## src/sv/rlai_pkg.sv

```systemverilog
// Package for the rate-limited actuation interlock: payload and config types,
// register indexes, decision codes and timing constants. No dependencies.
package rlai_pkg;

    localparam int unsigned CfgAddrW = 5;

    // Register indexes (byte address bits [4:2])
    localparam logic [2:0] REG_DRY_THRESHOLD = 3'd0;
    localparam logic [2:0] REG_AUTO_ENABLE   = 3'd1;
    localparam logic [2:0] REG_MIN_INT_SECS  = 3'd2;
    localparam logic [2:0] REG_MIN_INT_TICKS = 3'd3;
    localparam logic [2:0] REG_MAX_DAILY     = 3'd4;

    localparam logic [1:0] DEC_HOLD    = 2'd0;
    localparam logic [1:0] DEC_REQUEST = 2'd1;
    localparam logic [1:0] DEC_BLOCKED = 2'd2;

    localparam logic CMD_EVALUATE = 1'b0;
    localparam logic CMD_REPORT   = 1'b1;

    localparam logic [31:0] NO_TIME      = 32'hFFFF_FFFF;
    localparam logic [15:0] NO_DAY       = 16'hFFFF;
    localparam logic [31:0] TICKS_IN_DAY = 32'd8640000;

    // floor(now / 86400) = ((now >> 7) * DAY_RECIP) >> DAY_SHIFT, exact for 25-bit operands
    localparam logic [25:0] DAY_RECIP = 26'd50903317;
    localparam int unsigned DAY_SHIFT = 35;

    localparam logic [9:0]  RST_DRY_THRESHOLD = 10'd300;
    localparam logic        RST_AUTO_ENABLE   = 1'b0;
    localparam logic [31:0] RST_MIN_INT_SECS  = 32'd3600;
    localparam logic [31:0] RST_MIN_INT_TICKS = 32'd360000;
    localparam logic [7:0]  RST_MAX_DAILY     = 8'd3;

    typedef struct packed {
        logic [9:0]  dry_threshold_permille;
        logic        auto_enable;
        logic [31:0] min_interval_seconds;
        logic [31:0] min_interval_ticks;
        logic [7:0]  max_daily_count;
    } cfg_t;

    typedef struct packed {
        logic        command;
        logic        dry_stress_flag;
        logic [9:0]  moisture_permille;
        logic        sensor_ok;
        logic        tank_has_liquid;
        logic [31:0] now_seconds;
        logic [31:0] tick_now;
        logic        last_response_failed;
        logic        monitoring_mode;
    } item_t;

endpackage

```

## src/sv/rlai_if.sv

```systemverilog
// Valid/ready channel interfaces for the interlock's input items and results.
// Uses nothing outside this file.
interface rlai_in_if;
    logic        valid;
    logic        ready;
    logic        command;
    logic        dry_stress_flag;
    logic [9:0]  moisture_permille;
    logic        sensor_ok;
    logic        tank_has_liquid;
    logic [31:0] now_seconds;
    logic [31:0] tick_now;
    logic        last_response_failed;
    logic        monitoring_mode;

    modport source (
        output valid, command, dry_stress_flag, moisture_permille, sensor_ok,
               tank_has_liquid, now_seconds, tick_now, last_response_failed,
               monitoring_mode,
        input  ready
    );
    modport sink (
        input  valid, command, dry_stress_flag, moisture_permille, sensor_ok,
               tank_has_liquid, now_seconds, tick_now, last_response_failed,
               monitoring_mode,
        output ready
    );
endinterface

interface rlai_out_if;
    logic       valid;
    logic       ready;
    logic [1:0] decision;
    logic [7:0] daily_count_now;

    modport source (output valid, decision, daily_count_now, input ready);
    modport sink (input valid, decision, daily_count_now, output ready);
endinterface

```

## src/sv/rlai_core.sv

```systemverilog
// Decision and day-count datapath: input register, interlock state, result register.
// Depends on rlai_pkg and the channel interfaces in rlai_if.sv.
module rlai_core (
    input  logic            clk,
    input  logic            rst_n,
    input  rlai_pkg::cfg_t  cfg,
    rlai_in_if.sink         in_ch,
    rlai_out_if.source      out_ch
);
    import rlai_pkg::*;

    logic        in_vld_reg;
    item_t       item_reg;
    logic [15:0] day_idx_reg;
    logic        out_vld_reg;
    logic [1:0]  decision_reg;
    logic [7:0]  count_reg;

    logic [31:0] last_sec_reg;
    logic [31:0] last_tick_reg;
    logic [7:0]  day_count_reg;
    logic [15:0] last_day_reg;

    logic [31:0] last_sec_next;
    logic [31:0] last_tick_next;
    logic [7:0]  day_count_next;
    logic [15:0] last_day_next;
    logic [1:0]  decision_next;

    logic        advance;
    logic        in_fire;
    logic [50:0] day_prod;
    item_t       item_in;

    // Wall-clock day index, formed on the way into the input register
    assign day_prod = 51'(item_in.now_seconds[31:7]) * 51'(DAY_RECIP);

    assign item_in = '{
        command:              in_ch.command,
        dry_stress_flag:      in_ch.dry_stress_flag,
        moisture_permille:    in_ch.moisture_permille,
        sensor_ok:            in_ch.sensor_ok,
        tank_has_liquid:      in_ch.tank_has_liquid,
        now_seconds:          in_ch.now_seconds,
        tick_now:             in_ch.tick_now,
        last_response_failed: in_ch.last_response_failed,
        monitoring_mode:      in_ch.monitoring_mode
    };

    assign advance     = !out_vld_reg || out_ch.ready;
    assign in_ch.ready = !in_vld_reg || advance;
    assign in_fire     = in_ch.valid && in_ch.ready;

    always_comb
    begin
        logic        synced;
        logic        dry;
        logic        gates_ok;
        logic        elapsed;
        logic        checks_ok;
        logic [31:0] tick_diff;
        logic [31:0] sec_diff;
        logic        day_changed;
        logic [7:0]  cnt;

        synced      = item_reg.now_seconds != NO_TIME;
        tick_diff   = item_reg.tick_now - last_tick_reg;
        sec_diff    = item_reg.now_seconds - last_sec_reg;
        day_changed = day_idx_reg != last_day_reg;
        dry         = item_reg.dry_stress_flag
                      && (item_reg.moisture_permille < cfg.dry_threshold_permille);
        gates_ok    = cfg.auto_enable && item_reg.sensor_ok && item_reg.tank_has_liquid;

        if (synced && (last_sec_reg != NO_TIME))
        begin
            // a clock that went backwards passes
            elapsed = (item_reg.now_seconds < last_sec_reg)
                      || (sec_diff >= cfg.min_interval_seconds);
        end
        else if ((last_sec_reg == NO_TIME) && (last_tick_reg == '0))
        begin
            elapsed = 1'b1;
        end
        else
        begin
            elapsed = tick_diff >= cfg.min_interval_ticks;
        end
        checks_ok = gates_ok && elapsed && !item_reg.last_response_failed;

        last_sec_next  = last_sec_reg;
        last_tick_next = last_tick_reg;
        last_day_next  = last_day_reg;
        cnt            = day_count_reg;
        decision_next  = DEC_HOLD;

        if (item_reg.command == CMD_REPORT)
        begin
            if (synced && day_changed)
            begin
                cnt           = '0;
                last_day_next = day_idx_reg;
            end
            last_sec_next  = item_reg.now_seconds;
            last_tick_next = item_reg.tick_now;
            if (cnt != 8'hFF)
            begin
                cnt = cnt + 8'd1;
            end
        end
        else if (!dry)
        begin
            decision_next = DEC_HOLD;
        end
        else if (!checks_ok)
        begin
            decision_next = DEC_BLOCKED;
        end
        else
        begin
            // roll the day only once the earlier interlocks pass
            if (synced)
            begin
                if (day_changed)
                begin
                    cnt           = '0;
                    last_day_next = day_idx_reg;
                end
            end
            else if (tick_diff >= TICKS_IN_DAY)
            begin
                cnt = '0;
            end
            if ((cnt >= cfg.max_daily_count) || !item_reg.monitoring_mode)
            begin
                decision_next = DEC_BLOCKED;
            end
            else
            begin
                decision_next = DEC_REQUEST;
            end
        end
        day_count_next = cnt;
    end

    always_ff @(posedge clk or negedge rst_n)
    begin
        if (!rst_n)
        begin
            in_vld_reg    <= 1'b0;
            out_vld_reg   <= 1'b0;
            last_sec_reg  <= NO_TIME;
            last_tick_reg <= '0;
            day_count_reg <= '0;
            last_day_reg  <= NO_DAY;
        end
        else
        begin
            if (in_ch.ready)
            begin
                in_vld_reg <= in_ch.valid;
            end
            if (advance)
            begin
                out_vld_reg <= in_vld_reg;
            end
            if (advance && in_vld_reg)
            begin
                last_sec_reg  <= last_sec_next;
                last_tick_reg <= last_tick_next;
                day_count_reg <= day_count_next;
                last_day_reg  <= last_day_next;
            end
        end
    end

    always_ff @(posedge clk)
    begin
        if (in_fire)
        begin
            item_reg    <= item_in;
            day_idx_reg <= day_prod[50:DAY_SHIFT];
        end
        if (advance && in_vld_reg)
        begin
            decision_reg <= decision_next;
            count_reg    <= day_count_next;
        end
    end

    assign out_ch.valid           = out_vld_reg;
    assign out_ch.decision        = decision_reg;
    assign out_ch.daily_count_now = count_reg;

    a_stall_only_when_full: assert property (@(posedge clk) disable iff (!rst_n)
        !in_ch.ready |-> (in_vld_reg && out_vld_reg))
        else $error("input stalled with a free stage");

    a_report_result: assert property (@(posedge clk) disable iff (!rst_n)
        (advance && in_vld_reg && (item_reg.command == CMD_REPORT))
        |=> (out_vld_reg && (decision_reg == DEC_HOLD) && (count_reg != 8'd0)))
        else $error("report beat gave a decision or a zero count");

    a_result_matches_state: assert property (@(posedge clk) disable iff (!rst_n)
        (advance && in_vld_reg) |=> (count_reg == day_count_reg))
        else $error("result count differs from stored day count");

    a_synced_report_day: assert property (@(posedge clk) disable iff (!rst_n)
        (advance && in_vld_reg && (item_reg.command == CMD_REPORT)
         && (item_reg.now_seconds != NO_TIME))
        |=> (last_day_reg == $past(day_idx_reg)))
        else $error("synced report did not record its day");

endmodule

```

## src/sv/rate_limited_actuation_interlock.sv

```systemverilog
// Top level of the actuation interlock: APB configuration registers and the core.
// Depends on rlai_pkg, rlai_if.sv and rlai_core.
//
// Each input beat either asks for an actuation decision (hold, request or
// blocked) or reports that an actuation ran; every beat yields exactly one
// result beat carrying the decision and the day's actuation count after it.
// The block takes one beat per clock while the output is not stalled: an item
// is held in the input register, where the day index is formed by a reciprocal
// multiply, and the interval checks, day rollover and count update settle from
// there into the result register. A stalled output holds one result and
// one more input beat before ready drops. Write the configuration registers
// (byte addresses 0x00 to 0x10, 32-bit words) only while no beat is in flight.
module rate_limited_actuation_interlock (
    input  logic                           clk,
    input  logic                           rst_n,
    input  logic                           psel,
    input  logic                           penable,
    input  logic                           pwrite,
    input  logic [rlai_pkg::CfgAddrW-1:0]  paddr,
    input  logic [31:0]                    pwdata,
    output logic [31:0]                    prdata,
    output logic                           pready,
    rlai_in_if.sink                        in_ch,
    rlai_out_if.source                     out_ch
);
    import rlai_pkg::*;

    cfg_t       cfg_reg;
    logic       wr_en;
    logic [2:0] reg_idx;

    assign pready  = 1'b1;
    assign reg_idx = paddr[4:2];
    assign wr_en   = psel && penable && pwrite && pready;

    always_ff @(posedge clk or negedge rst_n)
    begin
        if (!rst_n)
        begin
            cfg_reg.dry_threshold_permille <= RST_DRY_THRESHOLD;
            cfg_reg.auto_enable            <= RST_AUTO_ENABLE;
            cfg_reg.min_interval_seconds   <= RST_MIN_INT_SECS;
            cfg_reg.min_interval_ticks     <= RST_MIN_INT_TICKS;
            cfg_reg.max_daily_count        <= RST_MAX_DAILY;
        end
        else if (wr_en)
        begin
            case (reg_idx)
                REG_DRY_THRESHOLD: cfg_reg.dry_threshold_permille <= pwdata[9:0];
                REG_AUTO_ENABLE:   cfg_reg.auto_enable            <= pwdata[0];
                REG_MIN_INT_SECS:  cfg_reg.min_interval_seconds   <= pwdata;
                REG_MIN_INT_TICKS: cfg_reg.min_interval_ticks     <= pwdata;
                REG_MAX_DAILY:     cfg_reg.max_daily_count        <= pwdata[7:0];
                default:           ;
            endcase
        end
    end

    always_comb
    begin
        case (reg_idx)
            REG_DRY_THRESHOLD: prdata = 32'(cfg_reg.dry_threshold_permille);
            REG_AUTO_ENABLE:   prdata = 32'(cfg_reg.auto_enable);
            REG_MIN_INT_SECS:  prdata = cfg_reg.min_interval_seconds;
            REG_MIN_INT_TICKS: prdata = cfg_reg.min_interval_ticks;
            REG_MAX_DAILY:     prdata = 32'(cfg_reg.max_daily_count);
            default:           prdata = '0;
        endcase
    end

    rlai_core u_core (
        .clk    (clk),
        .rst_n  (rst_n),
        .cfg    (cfg_reg),
        .in_ch  (in_ch),
        .out_ch (out_ch)
    );

endmodule

```

## src/flat_wrapper.sv

```systemverilog
// flat-port wrapper written by rule: the top's interface ports become plain ports
module rate_limited_actuation_interlock_flat import rlai_pkg::*;
  (clk, rst_n, psel, penable, pwrite, paddr, pwdata, prdata, pready, in_ch_valid, in_ch_command, in_ch_dry_stress_flag, in_ch_moisture_permille, in_ch_sensor_ok, in_ch_tank_has_liquid, in_ch_now_seconds, in_ch_tick_now, in_ch_last_response_failed, in_ch_monitoring_mode, in_ch_ready, out_ch_valid, out_ch_decision, out_ch_daily_count_now, out_ch_ready);
  rlai_in_if in_ch_i ();
  rlai_out_if out_ch_i ();
  input  logic clk;
  input  logic rst_n;
  input  logic psel;
  input  logic penable;
  input  logic pwrite;
  input  logic [rlai_pkg::CfgAddrW-1:0] paddr;
  input  logic [31:0] pwdata;
  output logic [31:0] prdata;
  output logic pready;
  input wire logic [$bits(in_ch_i.valid)-1:0] in_ch_valid;
  input wire logic [$bits(in_ch_i.command)-1:0] in_ch_command;
  input wire logic [$bits(in_ch_i.dry_stress_flag)-1:0] in_ch_dry_stress_flag;
  input wire logic [$bits(in_ch_i.moisture_permille)-1:0] in_ch_moisture_permille;
  input wire logic [$bits(in_ch_i.sensor_ok)-1:0] in_ch_sensor_ok;
  input wire logic [$bits(in_ch_i.tank_has_liquid)-1:0] in_ch_tank_has_liquid;
  input wire logic [$bits(in_ch_i.now_seconds)-1:0] in_ch_now_seconds;
  input wire logic [$bits(in_ch_i.tick_now)-1:0] in_ch_tick_now;
  input wire logic [$bits(in_ch_i.last_response_failed)-1:0] in_ch_last_response_failed;
  input wire logic [$bits(in_ch_i.monitoring_mode)-1:0] in_ch_monitoring_mode;
  output wire logic [$bits(in_ch_i.ready)-1:0] in_ch_ready;
  output wire logic [$bits(out_ch_i.valid)-1:0] out_ch_valid;
  output wire logic [$bits(out_ch_i.decision)-1:0] out_ch_decision;
  output wire logic [$bits(out_ch_i.daily_count_now)-1:0] out_ch_daily_count_now;
  input wire logic [$bits(out_ch_i.ready)-1:0] out_ch_ready;
  assign in_ch_i.valid = in_ch_valid;
  assign in_ch_i.command = in_ch_command;
  assign in_ch_i.dry_stress_flag = in_ch_dry_stress_flag;
  assign in_ch_i.moisture_permille = in_ch_moisture_permille;
  assign in_ch_i.sensor_ok = in_ch_sensor_ok;
  assign in_ch_i.tank_has_liquid = in_ch_tank_has_liquid;
  assign in_ch_i.now_seconds = in_ch_now_seconds;
  assign in_ch_i.tick_now = in_ch_tick_now;
  assign in_ch_i.last_response_failed = in_ch_last_response_failed;
  assign in_ch_i.monitoring_mode = in_ch_monitoring_mode;
  assign in_ch_ready = in_ch_i.ready;
  assign out_ch_valid = out_ch_i.valid;
  assign out_ch_decision = out_ch_i.decision;
  assign out_ch_daily_count_now = out_ch_i.daily_count_now;
  assign out_ch_i.ready = out_ch_ready;
  rate_limited_actuation_interlock u_core (.clk(clk), .rst_n(rst_n), .psel(psel), .penable(penable), .pwrite(pwrite), .paddr(paddr), .pwdata(pwdata), .prdata(prdata), .pready(pready), .in_ch(in_ch_i), .out_ch(out_ch_i));
endmodule
```

## config.mk

```make
export PLATFORM = sky130hd
export DESIGN_NAME = rate_limited_actuation_interlock_flat
export DESIGN_NICKNAME = d
export VERILOG_FILES = /design/src/sv/rlai_pkg.sv /design/src/sv/rlai_if.sv /design/src/sv/rlai_core.sv /design/src/sv/rate_limited_actuation_interlock.sv /design/src/flat_wrapper.sv
export SDC_FILE = /design/constraint.sdc
export NUM_CORES = 1
export LEC_CHECK = 0
export ABC_AREA = 1
export BUFFER_PORTS_ARGS = -buffer_cell sky130_fd_sc_hd__buf_2
export CORE_ASPECT_RATIO = 1.25
export CORE_MARGIN = 5
export CORE_UTILIZATION = 25
export DETAILED_ROUTE_END_ITERATION = 10
export MAX_ROUTING_LAYER = met4
export PLACE_DENSITY_LB_ADDON = 0.2
export SYNTH_ARGS = -nofsm -noshare
export SYNTH_HDL_FRONTEND = slang
export SYNTH_SLANG_ARGS = --single-unit
```

## constraint.sdc

```tcl
create_clock -name clk -period 5.4 [get_ports clk]
set_input_delay 1.08 -clock clk [delete_from_list [all_inputs] [get_ports clk]]
set_output_delay 1.08 -clock clk [all_outputs]
set_load 0.01 [all_outputs]
```

==> summary.md <==
| Metric | Value |
|---|---|
| Avg Inst Size Synth | approximately 8.2 sq um |
| Area growth, synth to finish | 24.18% |
| Vias in the first global route | 23510 |
| Clk_lat worst skew | roughly 0.56 ns |
| Post-Syn Area | 27610 sq um |
| Number of flip-flops under the largest register name | 83 |
| Most frequent cells in the layout | inv_1 (735), nand2_1 (608), ha_1 (392) |
| Die width | just over 300 um |
| Full die area | 117200 sq um |
| Failing checks | negative setup slack |
| Yosys warns | 0 |
| Combinational power share | ~77% |
| Worst-margin pin slew | ~1.1 ns |
| Main synth FF type | edfxtp_1 |
| Share of layout cells above drive strength 1 | approximately a fifth |
| Critical Path RT | around 5.7 ns |
| Drt total wl | a little under 90 mm |
| Post-Place Cells | around 5100 |
| Clock Pin Slew Worst Setup and Hold Paths | 0.06 ns |
| Total grt overflow | 0 |
| Initial antenna violation count | 2 |
| Fin. Hold Viols | 0 |
| F_max | ~170 MHz |
| ANT nets after route | 0 |
| CTS tree | yes |
| Clk buf depth | 3 |
| Max cap viols | 0 |
| Sequential share of the synthesized area | about 28% |
| Layout filler cell count | around 12000 |
| Ant diodes | 0 |
| Post-synthesis register bit count | about 280 |
| CP Launch Type | input port |
| CTS root buffer | clkbuf_16 |
| Syn_nets | slightly above 4000 |
| Vias/cell | between 4 and 5 |
| Placer congestion estimate | 0.8607 |
| Slew HR | 25.19% |
| Nature of the critical path endpoint | flip-flop |
| Row count | 136 |
| Post-cts hold buffer count | 0 |
| Clk pwr share | under 10% |
| Core area | approximately 110000 sq um |
| Num CTS Buffers | 34 |
| Starting Density | roughly a quarter |
| Pre-CTS WS | -1.495 ns |
| First DRT Iteration DRCs | approximately 1000 |
| Cell Int Power | 12.76 mW |
| Final setup vio count | 16 |
| Via total after detailed routing | between 20000 and 25000 |
| Die Height | between 300 and 400 um |
| Post-DP Area | ~32000 sq um |
| Final slew viol count | 0 |
| Part of the power in registers | between 10% and 20% |
| Yosys cell types | between 50 and 60 |
| Pleak | ~17 nW |
| Cells after Synth | roughly 3400 |
| H-tree Lvls | 2 |
| Max VDD drop | ~750 uV |
| Nets | ~4500 |
| Hold Path Class | flip-flop to flip-flop |
| Crit path DAT | 6.29 ns |
| Switching power | around 11 mW |
| Number of synthesized flops with an enable pin | approximately 110 |
| Pwr Density | a little under 700 nW/um^2 |
| Clk sinks | between 200 and 300 |
| WL per Instance | roughly 17 um |
| Status | complete, but fails checks |
| Final Cycle Share | 111.2% |
| Total GRT Usage | 15.07% |
| Post-DP HPWL | about 74 mm |
| Setup TNS | -6.706 ns |
| Finished Layout Cells | 5224 |
| Critical path type | input port to flip-flop |
| Setup Skew | ~0.039 ns |
| I/O pin cnt | between 150 and 200 |
| Sw Share | approximately 46% |
| Crit path time final | approximately 6.0 ns |
| Leading cell type in the layout, fill and taps excluded | inv_1 |
| Largest net degree at the start of global routing | 90 |
| Number of remaining DRC errors | 0 |
| CP Max Fanout | 5 |
| RSZ-0062 raised after global routing | true |
| Pre-antenna DRT Iters | 5 |
| Port Buffers | about 170 |
| First-pass GRT wire length | roughly 130 mm |
| Async S/R FF share, synth | 62.01% |
| Post-route cell area | roughly 34000 sq um |
| Setup slack after layout | -0.6055 ns |
## worst paths after layout
kind	startpoint	slack, ns	to	cells past startpoint
worst max-delay path	in_ch_now_seconds[24]	-0.61	u_core.u_core.day_idx_reg[15]	24
worst min-delay path	u_core.u_core.last_day_reg[5]	0.47	u_core.u_core.last_day_reg[5]	2
worst max register to register	u_core.u_core.last_sec_reg[0]	0.44	u_core.u_core.last_day_reg[1]	27
worst min register to register	u_core.u_core.last_day_reg[5]	0.47	u_core.u_core.last_day_reg[5]	2
max in group asynchronous	rst_n	3.79	u_core.u_core.last_sec_reg[12]	2
min in group asynchronous	rst_n	0.57	u_core.u_core.out_ch.valid	1
## worst max-delay path, stage by stage
cell and delay (ns):
buf_4 0.14, fa_1 0.52, ha_4 0.28, inv_1 0.05, fa_1 0.48, inv_1 0.05, fa_1 0.49, fa_1 0.44
fa_1 0.49, inv_1 0.05, fa_1 0.49, inv_2 0.05, ha_4 0.30, nand2_4 0.06, nor2_2 0.13, inv_2 0.05
nor4_4 0.18, nand3_1 0.11, o211ai_1 0.18, buf_4 0.16, nand3_2 0.07, o211ai_1 0.15, a21oi_1 0.13, xor2_1 0.16
## final cells by class
| cell class | count | area, sq um | share of cell area, % |
|---|---|---|---|
| Sequential cell | 279 | 7596 | 22.15 |
| Timing Repair Buffer | 404 | 2885 | 8.414 |
| Multi-Input combinational cell | 2254 | 18030 | 52.57 |
| Clock buffer | 53 | 983.4 | 2.868 |
| Inverter | 777 | 2922 | 8.520 |
| Clock inverter | 8 | 66.31 | 0.1934 |
| Tap cell | 1449 | 1813 | 5.287 |
## cell usage after synthesis, types with 2 or more instances
library cell  instances  share of area (%)
clkbuf_1             35               0.48
buf_4                 3              0.082
nand3_2              10               0.36
nor3_1               21               0.38
edfxtp_1            106                 12
o221ai_1              3              0.095
o21a_1               10               0.27
nor4_1               11               0.25
a21boi_0              7               0.19
nor2_1              209                2.8
dfstp_2              67                6.4
o211ai_1             12               0.33
and3_1                2              0.045
o21ai_0             161                2.9
nand4_1              41               0.93
nand3b_1              5               0.14
o21bai_1              8               0.22
xnor2_1              16               0.51
nand2_2              19               0.43
xor2_1               57                1.8
clkinv_1              2              0.027
nand3_1             101                1.8
inv_1               770                 10
buf_1                 2              0.027
o22ai_1              29               0.66
ha_1                433                 20
inv_2                 5              0.068
a21o_1                9               0.24
nand2_1             631                8.6
and2_1                7               0.16
o21ai_2               3              0.095
dfrtp_1             106                9.6
o21ai_1               3              0.054
a21oi_1             223                4.0
a31oi_1              13               0.29
fa_1                182                 13
nor2_2               12               0.27
o31ai_1               4               0.11
## what timing repair did
item                                    in CTS  in global routing
pin swaps                                   74                 75
resized for setup                          156                 88
buffers inserted                            13                 14
endpoints found under the setup margin      19                 49
## kinds of logic after synthesis
logic type,count (synthesis),share of synthesized area (%)
compound gates,487,9.579
xor+xnor,73,2.315
fa+ha+maj,615,32.81
buf+inv,818,11.19
flops,279,27.51
mux,1,0.04078
other cells,1,0.01358
simple gates,1077,16.54
## power by group through the flow
stage	Clock, mW	Combinational (mW)	Sequential [mW]
global route	2.42	20.6	3.18
finish	2.24	18.4	3.13
CTS	2.35	17.2	3.13
floorplan	0	9.68	3.09
global placement	0	14.9	3.16
detailed placement	0	14.9	3.16
## per-stage QoR
step | util [%] | total power [mW] | hold WS [ns]
2_1_floorplan | - | 12.77 | 0.4487
3_3_place_gp | 29.20 | 18.10 | 0.4574
3_5_place_dp | 29.20 | 18.10 | 0.4603
4_1_cts | 30.81 | 22.67 | 0.4700
5_1_grt | 31.20 | 26.21 | 0.4811
6_report | 31.20 | 23.75 | 0.4679
## layer usage
layer | vias to the layer above | wire length [um] | global-route usage, %
met2 | 293 | 45510 | 27.91
met3 | 106 | 2343 | 1.398
li1 | 11450 | - | -
met4 | 0 | 2714 | 4.203
met5 | - | 0 | -
met1 | 10590 | 35990 | 17.33
Note: power is estimated with default switching activity, not from simulation.
